$ cat src/hw/rtl/pdpc_pkg.sv
// shared types and constants of the dual motor pd position control unit
`default_nettype none

package pdpc_pkg;

   // field widths
   localparam int POS_W      = 21;
   localparam int DIFF_W     = POS_W + 1;
   localparam int TIME_W     = 13;
   localparam int PTIME_W    = TIME_W + 1;
   localparam int GAIN_W     = 16;
   localparam int SPEED_W    = 7;
   localparam int DRIVE_W    = SPEED_W + 1;
   localparam int DVS_W      = 13;
   localparam int PROD_W     = DIFF_W + GAIN_W;
   localparam int SUM_W      = PROD_W + 1;
   localparam int FRAC_W     = 8;
   localparam int DQ_W       = SUM_W - FRAC_W;
   localparam int CSR_IDX_W  = 3;
   localparam int CSR_DATA_W = POS_W;

   // divider sequencing
   localparam int DIV_STEPS  = POS_W;
   localparam int CNT_W      = $clog2(DIV_STEPS);

   // control constants
   localparam int DONE_MS    = 5000;
   localparam int TOLERANCE  = 5;
   localparam int MIN_DRIVE  = 5;

   // register indexes
   localparam logic [CSR_IDX_W-1:0] REG_LEFT_TARGET     = 3'd0;
   localparam logic [CSR_IDX_W-1:0] REG_RIGHT_TARGET    = 3'd1;
   localparam logic [CSR_IDX_W-1:0] REG_LEFT_MAX_SPEED  = 3'd2;
   localparam logic [CSR_IDX_W-1:0] REG_RIGHT_MAX_SPEED = 3'd3;
   localparam logic [CSR_IDX_W-1:0] REG_LEFT_KP         = 3'd4;
   localparam logic [CSR_IDX_W-1:0] REG_LEFT_KD         = 3'd5;
   localparam logic [CSR_IDX_W-1:0] REG_RIGHT_KP        = 3'd6;
   localparam logic [CSR_IDX_W-1:0] REG_RIGHT_KD        = 3'd7;

   typedef struct packed {
      logic signed [POS_W-1:0]  left_target;
      logic signed [POS_W-1:0]  right_target;
      logic [SPEED_W-1:0]       left_max_speed;
      logic [SPEED_W-1:0]       right_max_speed;
      logic signed [GAIN_W-1:0] left_kp;
      logic signed [GAIN_W-1:0] left_kd;
      logic signed [GAIN_W-1:0] right_kp;
      logic signed [GAIN_W-1:0] right_kd;
   } cfg_type;

   localparam cfg_type CFG_RESET = '{
      left_target:     '0,
      right_target:    '0,
      left_max_speed:  7'd100,
      right_max_speed: 7'd100,
      left_kp:         '0,
      left_kd:         '0,
      right_kp:        '0,
      right_kd:        '0
   };

   typedef enum logic [3:0] {
      ST_IDLE,
      ST_CHECK,
      ST_PREP,
      ST_DIV,
      ST_MUL_P,
      ST_MUL_D,
      ST_ADD,
      ST_LIMIT,
      ST_OUT
   } state_type;

   // controller to datapath
   typedef struct packed {
      logic load;
      logic check;
      logic prep;
      logic div_step;
      logic mul_p;
      logic mul_d;
      logic add;
      logic limit;
      logic commit;
      logic sel;       // 0 left motor, 1 right motor
   } cmd_type;

   // datapath to controller
   typedef struct packed {
      logic done_hit;
   } status_type;

endpackage

`default_nettype wire

$ cat src/hw/rtl/pdpc_regs.sv
// configuration register file of the pd position control unit
`default_nettype none

module pdpc_regs import pdpc_pkg::*; (
   input  logic                  clock,
   input  logic                  reset,
   input  logic                  csr_wr_en,
   input  logic [CSR_IDX_W-1:0]  csr_index,
   input  logic [CSR_DATA_W-1:0] csr_wdata,
   output cfg_type               cfg
);

   cfg_type cfg_ff;
   cfg_type cfg_in;

   always_comb begin
      cfg_in = cfg_ff;
      if (csr_wr_en) begin
         case (csr_index)
            REG_LEFT_TARGET:     cfg_in.left_target     = csr_wdata[POS_W-1:0];
            REG_RIGHT_TARGET:    cfg_in.right_target    = csr_wdata[POS_W-1:0];
            REG_LEFT_MAX_SPEED:  cfg_in.left_max_speed  = csr_wdata[SPEED_W-1:0];
            REG_RIGHT_MAX_SPEED: cfg_in.right_max_speed = csr_wdata[SPEED_W-1:0];
            REG_LEFT_KP:         cfg_in.left_kp         = csr_wdata[GAIN_W-1:0];
            REG_LEFT_KD:         cfg_in.left_kd         = csr_wdata[GAIN_W-1:0];
            REG_RIGHT_KP:        cfg_in.right_kp        = csr_wdata[GAIN_W-1:0];
            REG_RIGHT_KD:        cfg_in.right_kd        = csr_wdata[GAIN_W-1:0];
            default:             cfg_in = cfg_ff;
         endcase
      end
   end

   always_ff @(posedge clock) begin
      if (reset) begin
         cfg_ff <= CFG_RESET;
      end else begin
         cfg_ff <= cfg_in;
      end
   end

   assign cfg = cfg_ff;

endmodule

`default_nettype wire

$ cat src/hw/rtl/pdpc_ctrl.sv
// sequencing state machine of the pd position control unit
`default_nettype none

module pdpc_ctrl import pdpc_pkg::*; (
   input  logic       clock,
   input  logic       reset,
   input  logic       req_tvalid,
   output logic       req_tready,
   output logic       rsp_tvalid,
   input  logic       rsp_tready,
   input  status_type status,
   output cmd_type    cmd
);

   state_type        state_ff, state_in;
   logic             sel_ff, sel_in;
   logic [CNT_W-1:0] cnt_ff, cnt_in;
   logic             rsp_valid_ff, rsp_valid_in;

   always_ff @(posedge clock) begin
      if (reset) begin
         state_ff     <= ST_IDLE;
         sel_ff       <= 1'b0;
         cnt_ff       <= '0;
         rsp_valid_ff <= 1'b0;
      end else begin
         state_ff     <= state_in;
         sel_ff       <= sel_in;
         cnt_ff       <= cnt_in;
         rsp_valid_ff <= rsp_valid_in;
      end
   end

   always_comb begin
      state_in     = state_ff;
      sel_in       = sel_ff;
      cnt_in       = cnt_ff;
      rsp_valid_in = rsp_valid_ff;
      req_tready   = 1'b0;
      cmd          = '0;
      cmd.sel      = sel_ff;
      if (rsp_tready) begin
         rsp_valid_in = 1'b0;
      end
      case (state_ff)
         ST_IDLE: begin
            req_tready = 1'b1;
            if (req_tvalid) begin
               cmd.load = 1'b1;
               state_in = ST_CHECK;
            end
         end
         ST_CHECK: begin
            cmd.check = 1'b1;
            sel_in    = 1'b0;
            state_in  = status.done_hit ? ST_OUT : ST_PREP;
         end
         ST_PREP: begin
            cmd.prep = 1'b1;
            cnt_in   = '0;
            state_in = ST_DIV;
         end
         ST_DIV: begin
            cmd.div_step = 1'b1;
            cnt_in       = CNT_W'(cnt_ff + 1'b1);
            if (cnt_ff == CNT_W'(DIV_STEPS - 1)) begin
               state_in = ST_MUL_P;
            end
         end
         ST_MUL_P: begin
            cmd.mul_p = 1'b1;
            state_in  = ST_MUL_D;
         end
         ST_MUL_D: begin
            cmd.mul_d = 1'b1;
            state_in  = ST_ADD;
         end
         ST_ADD: begin
            cmd.add  = 1'b1;
            state_in = ST_LIMIT;
         end
         ST_LIMIT: begin
            cmd.limit = 1'b1;
            if (sel_ff) begin
               state_in = ST_OUT;
            end else begin
               sel_in   = 1'b1;
               state_in = ST_PREP;
            end
         end
         ST_OUT: begin
            if (!rsp_valid_ff || rsp_tready) begin
               cmd.commit   = 1'b1;
               rsp_valid_in = 1'b1;
               state_in     = ST_IDLE;
            end
         end
         default: begin
            state_in = ST_IDLE;
         end
      endcase
   end

   assign rsp_tvalid = rsp_valid_ff;

endmodule

`default_nettype wire

$ cat src/hw/rtl/pdpc_datapath.sv
// arithmetic datapath: done test, serial divider, shared multiplier, drive limiter
`default_nettype none

module pdpc_datapath import pdpc_pkg::*; #(
   parameter int LEFT_ACCEL_Q4  = 16,
   parameter int RIGHT_ACCEL_Q4 = 16
) (
   input  logic               clock,
   input  logic               reset,
   input  cmd_type            cmd,
   input  cfg_type            cfg,
   input  logic [POS_W-1:0]   in_left_position,
   input  logic [POS_W-1:0]   in_right_position,
   input  logic [TIME_W-1:0]  in_elapsed_ms,
   output status_type         status,
   output logic [DRIVE_W-1:0] out_left_drive,
   output logic [DRIVE_W-1:0] out_right_drive,
   output logic               out_move_done
);

   localparam int ACCEL_MAX = (LEFT_ACCEL_Q4 > RIGHT_ACCEL_Q4) ? LEFT_ACCEL_Q4 : RIGHT_ACCEL_Q4;
   localparam int ACC_W     = $clog2(ACCEL_MAX + 1);
   localparam int RAMP_W    = ACC_W + TIME_W;

   function automatic logic in_tol(input logic signed [POS_W-1:0] pos,
                                   input logic signed [POS_W-1:0] tgt);
      logic [POS_W-1:0]    a;
      logic [POS_W-1:0]    b;
      logic signed [POS_W:0] d;
      a = pos[POS_W-1] ? POS_W'(-pos) : pos;
      b = tgt[POS_W-1] ? POS_W'(-tgt) : tgt;
      d = $signed({1'b0, a}) - $signed({1'b0, b});
      return (d < TOLERANCE) && (d > -TOLERANCE);
   endfunction

   // captured item and carried state
   logic signed [POS_W-1:0]   lpos_ff, rpos_ff;
   logic [TIME_W-1:0]         t_ff;
   logic signed [PTIME_W-1:0] ptime_ff;
   logic signed [POS_W-1:0]   lprev_ff, rprev_ff;
   logic                      done_ff;

   // divider
   logic [POS_W-1:0] dvd_ff;
   logic [DVS_W-1:0] rem_ff, rem_in;
   logic [DVS_W-1:0] dsr_ff;
   logic             rneg_ff, dzero_ff;
   logic [DVS_W:0]   trial;
   logic             fits;

   // multiply and accumulate
   logic [RAMP_W-1:0]        ramp_ff;
   logic signed [PROD_W-1:0] prod_ff, acc_ff, prod_in;
   logic signed [SUM_W-1:0]  sum_ff, sum_in;

   logic [DRIVE_W-1:0] ldrive_ff, rdrive_ff;
   logic [DRIVE_W-1:0] odl_ff, odr_ff;
   logic               odone_ff;

   // motor select
   logic signed [POS_W-1:0]  pos_sel, prev_sel, tgt_sel;
   logic [SPEED_W-1:0]       maxs_sel;
   logic signed [GAIN_W-1:0] kp_sel, kd_sel;
   logic [ACC_W-1:0]         accel_sel;

   logic                      done_now;
   logic signed [PTIME_W:0]   dt;
   logic [PTIME_W:0]          dt_mag;
   logic signed [DIFF_W-1:0]  diff, err, rate, mul_a;
   logic [DIFF_W-1:0]         diff_mag;
   logic signed [GAIN_W-1:0]  mul_b;

   // limiter
   logic signed [SUM_W-1:0] sbias;
   logic signed [DQ_W-1:0]  dq;
   logic                    dneg;
   logic [DQ_W-1:0]         dmag;
   logic [SPEED_W-1:0]      m1, m2, m3;
   logic [RAMP_W-1:0]       rlim;
   logic [DRIVE_W-1:0]      drv;

   always_comb begin
      pos_sel   = cmd.sel ? rpos_ff : lpos_ff;
      prev_sel  = cmd.sel ? rprev_ff : lprev_ff;
      tgt_sel   = cmd.sel ? cfg.right_target : cfg.left_target;
      maxs_sel  = cmd.sel ? cfg.right_max_speed : cfg.left_max_speed;
      kp_sel    = cmd.sel ? cfg.right_kp : cfg.left_kp;
      kd_sel    = cmd.sel ? cfg.right_kd : cfg.left_kd;
      accel_sel = cmd.sel ? ACC_W'(RIGHT_ACCEL_Q4) : ACC_W'(LEFT_ACCEL_Q4);
   end

   // move finished: timeout or both motors with a position magnitude near their target magnitude
   assign done_now = (t_ff >= TIME_W'(DONE_MS)) ||
                     (in_tol(lpos_ff, cfg.left_target) && in_tol(rpos_ff, cfg.right_target));
   assign status.done_hit = done_now;

   always_comb begin
      dt       = $signed({2'b00, t_ff}) - $signed({ptime_ff[PTIME_W-1], ptime_ff});
      dt_mag   = dt[PTIME_W] ? (PTIME_W+1)'(-dt) : dt;
      diff     = $signed({pos_sel[POS_W-1], pos_sel}) - $signed({prev_sel[POS_W-1], prev_sel});
      diff_mag = diff[DIFF_W-1] ? DIFF_W'(-diff) : diff;
      err      = $signed({pos_sel[POS_W-1], pos_sel}) - $signed({tgt_sel[POS_W-1], tgt_sel});
   end

   // restoring divider step, one quotient bit a cycle
   always_comb begin
      trial  = {rem_ff, dvd_ff[POS_W-1]};
      fits   = trial >= {1'b0, dsr_ff};
      rem_in = fits ? DVS_W'(trial - {1'b0, dsr_ff}) : trial[DVS_W-1:0];
   end

   always_comb begin
      if (dzero_ff) begin
         rate = '0;
      end else if (rneg_ff) begin
         rate = -$signed({1'b0, dvd_ff});
      end else begin
         rate = $signed({1'b0, dvd_ff});
      end
      mul_a   = cmd.mul_d ? rate : err;
      mul_b   = cmd.mul_d ? kd_sel : kp_sel;
      prod_in = mul_a * mul_b;
      sum_in  = $signed({acc_ff[PROD_W-1], acc_ff}) + $signed({prod_ff[PROD_W-1], prod_ff});
   end

   // drive limiter: truncate q31.8 toward zero, clamp to speed and ramp, raise small drives
   always_comb begin
      sbias = sum_ff + SUM_W'(sum_ff[SUM_W-1] ? 255 : 0);
      dq    = sbias[SUM_W-1:FRAC_W];
      dneg  = dq[DQ_W-1];
      dmag  = dneg ? DQ_W'(-dq) : dq;
      m1    = (dmag > DQ_W'(maxs_sel)) ? maxs_sel : dmag[SPEED_W-1:0];
      rlim  = ramp_ff >> 4;
      m2    = (RAMP_W'(m1) > rlim) ? rlim[SPEED_W-1:0] : m1;
      m3    = ((tgt_sel != '0) && (maxs_sel != '0) && (m2 != '0) &&
               (m2 < SPEED_W'(MIN_DRIVE))) ? SPEED_W'(MIN_DRIVE) : m2;
      drv   = dneg ? DRIVE_W'(-{1'b0, m3}) : {1'b0, m3};
   end

   always_ff @(posedge clock) begin
      if (reset) begin
         ptime_ff <= '1;
         lprev_ff <= '0;
         rprev_ff <= '0;
      end else if (cmd.commit && !done_ff) begin
         ptime_ff <= $signed({1'b0, t_ff});
         lprev_ff <= lpos_ff;
         rprev_ff <= rpos_ff;
      end
   end

   always_ff @(posedge clock) begin
      if (cmd.load) begin
         lpos_ff <= in_left_position;
         rpos_ff <= in_right_position;
         t_ff    <= in_elapsed_ms;
      end
      if (cmd.check) begin
         done_ff <= done_now;
      end
      if (cmd.prep) begin
         dvd_ff   <= diff_mag[POS_W-1:0];
         rem_ff   <= '0;
         dsr_ff   <= dt_mag[DVS_W-1:0];
         rneg_ff  <= diff[DIFF_W-1] ^ dt[PTIME_W];
         dzero_ff <= (dt == '0);
         ramp_ff  <= RAMP_W'(accel_sel) * RAMP_W'(t_ff);
      end
      if (cmd.div_step) begin
         rem_ff <= rem_in;
         dvd_ff <= {dvd_ff[POS_W-2:0], fits};
      end
      if (cmd.mul_p) begin
         prod_ff <= prod_in;
      end
      if (cmd.mul_d) begin
         acc_ff  <= prod_ff;
         prod_ff <= prod_in;
      end
      if (cmd.add) begin
         sum_ff <= sum_in;
      end
      if (cmd.limit) begin
         if (cmd.sel) begin
            rdrive_ff <= drv;
         end else begin
            ldrive_ff <= drv;
         end
      end
      if (cmd.commit) begin
         odl_ff   <= done_ff ? '0 : ldrive_ff;
         odr_ff   <= done_ff ? '0 : rdrive_ff;
         odone_ff <= done_ff;
      end
   end

   assign out_left_drive  = odl_ff;
   assign out_right_drive = odr_ff;
   assign out_move_done   = odone_ff;

endmodule

`default_nettype wire

$ cat src/hw/rtl/dual_motor_pd_position_control_unit.sv
// top level of the dual motor pd position control unit
//
// channel    direction  handshake              payload
// req        in         req_tvalid/req_tready  both encoder positions, elapsed ms
// rsp        out        rsp_tvalid/rsp_tready  both drive commands, move done flag
// csr        in         csr_wr_en              register index and write data
//
// a move tick runs from the accept through the check state, then per motor the prep
// state, the bit-serial divider of the position change by the time step, both
// multiplies, the add and the limit, and a final state to load the output register
// a done tick (timeout or both in tolerance) goes from the check to the output state
// reset is synchronous; the unit comes up idle with no result pending
// a result waiting on rsp does not block the next item; a second result waits
// in the output stage until the first is taken
`default_nettype none

module dual_motor_pd_position_control_unit import pdpc_pkg::*; #(
   parameter int LEFT_ACCEL_Q4  = 16,
   parameter int RIGHT_ACCEL_Q4 = 16
) (
   input  logic                  clock,
   input  logic                  reset,
   // input item
   input  logic                  req_tvalid,
   output logic                  req_tready,
   input  logic [55:0]           req_tdata,   // left_position, right_position, elapsed_ms
   // result item
   output logic                  rsp_tvalid,
   input  logic                  rsp_tready,
   output logic [15:0]           rsp_tdata,   // left_drive, right_drive
   output logic                  rsp_tuser,   // move_done
   // configuration writes
   input  logic                  csr_wr_en,
   input  logic [CSR_IDX_W-1:0]  csr_index,
   input  logic [CSR_DATA_W-1:0] csr_wdata
);

   cfg_type            cfg;
   cmd_type            cmd;
   status_type         status;
   logic [DRIVE_W-1:0] left_drive, right_drive;

   // configuration registers; the user must write them only while the unit is idle, the block does not enforce it
   pdpc_regs u_regs (
      .clock     (clock),
      .reset     (reset),
      .csr_wr_en (csr_wr_en),
      .csr_index (csr_index),
      .csr_wdata (csr_wdata),
      .cfg       (cfg)
   );

   // sequencer: owns both handshakes and the output valid
   pdpc_ctrl u_ctrl (
      .clock      (clock),
      .reset      (reset),
      .req_tvalid (req_tvalid),
      .req_tready (req_tready),
      .rsp_tvalid (rsp_tvalid),
      .rsp_tready (rsp_tready),
      .status     (status),
      .cmd        (cmd)
   );

   // datapath: one divider and one multiplier shared by both motors
   pdpc_datapath #(
      .LEFT_ACCEL_Q4  (LEFT_ACCEL_Q4),
      .RIGHT_ACCEL_Q4 (RIGHT_ACCEL_Q4)
   ) u_dp (
      .clock             (clock),
      .reset             (reset),
      .cmd               (cmd),
      .cfg               (cfg),
      .in_left_position  (req_tdata[20:0]),
      .in_right_position (req_tdata[41:21]),
      .in_elapsed_ms     (req_tdata[54:42]),
      .status            (status),
      .out_left_drive    (left_drive),
      .out_right_drive   (right_drive),
      .out_move_done     (rsp_tuser)
   );

   // left drive in the low byte
   assign rsp_tdata = {right_drive, left_drive};

endmodule

`default_nettype wire

$ cat config.mk
export PLATFORM = sky130hd
export DESIGN_NAME = dual_motor_pd_position_control_unit
export DESIGN_NICKNAME = d
export VERILOG_FILES = /design/src/hw/rtl/pdpc_pkg.sv /design/src/hw/rtl/pdpc_regs.sv /design/src/hw/rtl/pdpc_ctrl.sv /design/src/hw/rtl/pdpc_datapath.sv /design/src/hw/rtl/dual_motor_pd_position_control_unit.sv
export SDC_FILE = /design/constraint.sdc
export NUM_CORES = 2
export LEC_CHECK = 0
export ABC_AREA = 1
export BUFFER_PORTS_ARGS = -buffer_cell sky130_fd_sc_hd__clkbuf_2
export CORE_ASPECT_RATIO = 1.4
export CORE_UTILIZATION = 50
export DETAILED_ROUTE_END_ITERATION = 8
export GPL_ROUTABILITY_DRIVEN = 0
export PLACE_DENSITY = 0.74
export SYNTH_ARGS = -nofsm -noshare
export SYNTH_HDL_FRONTEND = slang
export SYNTH_SLANG_ARGS = --single-unit
$ cat constraint.sdc
create_clock -name clock -period 10.9 [get_ports clock]
set_clock_uncertainty 0.2 [all_clocks]
set_input_delay 2.18 -clock clock [delete_from_list [all_inputs] [get_ports clock]]
set_output_delay 2.18 -clock clock [all_outputs]
set_load 0.03 [all_outputs]
==> summary.txt <==
STA
  • Rel. slew slack: 0.158
  • Hold Vio Cnt, Final: 0
  • Setup tns final: 0 ns
  • Setup slack after layout: around 0.7 ns
  • Minimum hold slack: approximately 0.25 ns
  • Min Clock Period, post-route: ~10 ns
  • Final Max Tran Viols: 0
  • Worst-margin pin slew: around 1.2 ns
  • Final worst path period share: 0.934
  • Final setup fails: 0
  • Fmax: just under 100 MHz
  • RSZ-0062 raised after global routing: no

Global route
  • Global-route wire length before repair: ~180000 um
  • Vias in the first global route: between 30000 and 40000
  • Gr ovfl total: 0
  • Largest net degree at the start of global routing: between 100 and 150
  • Tot GR Track Use: 0.266
  • Initial antenna violation count: 1

Finish
  • Storage element area: about 0.012 mm2
  • Fin nets: 6001
  • Area of the multi-input gates: 0.0262 mm2
  • Share of cells above drive strength 1: 0.0659
  • FILL cells: approximately 7600
  • Area Overhead vs Synth: 7.76%
  • Util after Layout: 0.543
  • Non-Filler Instances: approximately 6400

Die
  • Core area: around 0.083 mm2
  • Initial Util: 0.504
  • Full die area: 0.0847 mm2
  • Row count: roughly 130
  • Die boundary width: 246 um
  • Die Y: 344 um
  • Total I/O pin count: between 100 and 150

Setup path
  • RR Endpoint: u_dp.prod_ff[37]
  • Worst EP arrival: just over 10 ns
  • Reg2Reg Depth: 32
  • Type of element capturing the critical path: flip-flop
  • Slowest cell on crit path: buf_4
  • Top cell by count, worst path: fa_1
  • CP startpoint kind: flip-flop
  • Req. time, crit path: 11.04 ns
  • Crit path max fanout: between 50 and 60
  • Worst R2R Start: u_ctrl.sel_ff
  • Reg2reg setup slack: ~0.72 ns
  • CP max stage delay: roughly 0.60 ns
  • Crit Path Class: flip-flop to flip-flop

Run
  • Maxcap violations: 0

Placed design
  • DP Cell Count: ~6300
  • Final HPWL DP: a little under 90000 um
  • Setup Slack @ Placement: 0.527 ns
  • Port bufs: 102

CTS
  • CTS max path bufs: 3
  • H-tree levels: 2
  • Clock root cell: clkbuf_16
  • CTS sink count: 453
  • Worst-path clk slew: about 0.06 ns
  • Worst-Skew Late Latency: about 0.61 ns
  • CTS tree: yes
  • CTS Buf Count: 46

Logic synthesis
  • Post-Syn Nets: approximately 6000
  • Top-count cell post-synth: nand2_1
  • Synthesized flop and latch total: 453
  • Post-synth top area share: 0.191
  • Post-synth top flop: edfxtp_1
  • Number of synthesized flops with an enable pin: between 200 and 300
  • Asr flop ratio synth: 0
  • Gate Count Post-Synth: approximately 5200
  • Synth area leaders: edfxtp_1 (19%), fa_1 (17%), dfxtp_1 (9.0%)
  • Dominant cell type by area after synthesis: edfxtp_1
  • Syn Std Cell Area: roughly 0.042 mm2
  • Synth Area per Inst: 7.97 um2
  • Commonest cells post-synth: nand2_1 (969), inv_1 (864), nor2_1 (585)
  • Sequential area share after synthesis: 0.281
  • Yosys cell types: 65
  • Yosys warnings: 0

Detailed routing
  • Drt first pass iters: 7
  • Iteration-0 DRC Markers: approximately 2800
  • Routed Antenna Nets: 0
  • Vias per cell: between 5 and 6
  • # DRC: 0
  • Vias: ~35000
  • Final WL: 112000 um
  • Routed length per placed instance: 17.4 um

Run status
  • Status: complete, no violations

Min path
  • Hold worst-path end: u_regs.cfg[66]
  • Worst hold path class: flip-flop to flip-flop
  • Hold Path Stages: 2
  • Hold_sp: u_regs.cfg[66]

Power
  • Pwr dens: 186 mW/mm2
  • Leakage: between 20 and 25 nW
  • Max IR drop VDD: roughly 0.00025 V
final cells by class:
| type | count | share of cell area |
|---|---|---|
| Sequential cell | 453 | 0.261 |
| Clock inverter | 26 | 0.00531 |
| Timing Repair Buffer | 148 | 0.0193 |
| Inverter | 881 | 0.0736 |
| Tap cell | 1079 | 0.0300 |
| Clock buffer | 60 | 0.0289 |
| Multi-Input combinational cell | 3759 | 0.582 |
| Antenna cell | 1 | 0.0000556 |
per-stage QoR:
step	cell area (um2)	power, W
floorplan	41800	0.00549
global placement	43400	0.00662
detailed placement	43400	0.00670
CTS	45000	0.00835
global route	45000	0.00901
finish	45000	0.00839
layer usage:
metal,GRT usage,part of all wire,vias to the layer above
met5,0,0,-
met4,0.153,0.063,0
met3,0.0320,0.068,381
met2,0.472,0.49,1344
met1,0.309,0.38,16500
li1,-,-,16800
sequential cells by signal, summed over array words and instances, names as in the netlist, 4 cells and up:
name	flops
u_dp.ldrive_ff	8
u_dp.dsr_ff	13
u_dp.t_ff	13
u_dp.out_right_drive	8
u_ctrl.state_ff	4
u_dp.lprev_ff	21
u_dp.sum_ff	39
u_regs.cfg	120
u_dp.rdrive_ff	8
u_dp.rpos_ff	21
u_dp.ptime_ff	14
u_dp.out_left_drive	8
u_dp.rem_ff	13
u_dp.prod_ff	38
u_dp.lpos_ff	21
u_dp.rprev_ff	21
u_dp.acc_ff	38
u_dp.ramp_ff	13
u_ctrl.cnt_ff	5
u_dp.dvd_ff	21
placed cells by master, fill, tap and decap left out, types with 7 or more instances in the layout:
cell         n
nand2_1    967
inv_1      862
nor2_1     578
o21ai_0    376
fa_1       352
a21oi_1    302
ha_1       274
edfxtp_1   266
xor2_1     199
dfxtp_1    186
nand3_1    181
clkbuf_2   102
xnor2_1     76
nor3_1      59
clkbuf_16   47
nand4_1     45
buf_4       45
mux2i_1     38
nand2_2     37
or2_2       31
o211ai_1    29
o21ai_1     24
clkinv_1    19
a31oi_1     19
nor4_1      18
nor2_2      15
nand3b_1    13
nor2_4      12
o31ai_1     12
and2_1      11
o21bai_1    10
nand3_2      9
a21o_1       8
clkinv_2     8
o21a_1       7
a21boi_0     7
clkbuf_8     7
timing repair:
item                       in CTS  in global routing
hold buffers                    0                  0
setup buffers                   0                  1
gates resized for setup         0                  4
setup endpoints to repair       0                  7
cells by family after synthesis:
group,share of synthesized area
adders and majority gates,0.251
and+or+nand+nor,0.203
muxes,0.00911
DFF,0.281
xor gates and xnor gates,0.0577
AOI/OAI and AO/OA,0.105
buffers and inverters,0.0929
where the power goes:
part | leakage [nW] | switching, W | internal [W]
Clock | 0.755 | 0.000712 | 0.000919
Sequential | 3.96 | 0.000214 | 0.00219
Combinational | 15.7 | 0.00285 | 0.00151
Total | 20.4 | 0.00378 | 0.00462
worst max-delay path by stage:
| stage | start | end | slack [ns] | cells past startpoint |
|---|---|---|---|---|
| 2_1_floorplan | u_ctrl.state_ff[2] | u_dp.prod_ff[37] | 0.22 | 33 |
| 3_3_place_gp | u_ctrl.sel_ff | u_dp.prod_ff[37] | 0.61 | 42 |
| 3_5_place_dp | u_ctrl.sel_ff | u_dp.prod_ff[37] | 0.53 | 42 |
| 4_1_cts | u_ctrl.sel_ff | u_dp.prod_ff[37] | 0.48 | 42 |
| 5_1_grt | u_ctrl.sel_ff | u_dp.prod_ff[36] | 0.04 | 43 |
| 6_report | u_ctrl.sel_ff | u_dp.prod_ff[37] | 0.72 | 32 |
critical path, delay by kind of cell, from the launching register on:
family	cells	cell delay (ns)
adder cells (fa/ha/maj)	7	3.55
buffers and inverters	9	2.46
AO/OA/AOI/OAI	10	2.34
AND/OR/NAND/NOR	5	0.61
flip-flops	1	0.55
XOR/XNOR	1	0.15
Note: power is estimated with default switching activity, not from simulation.
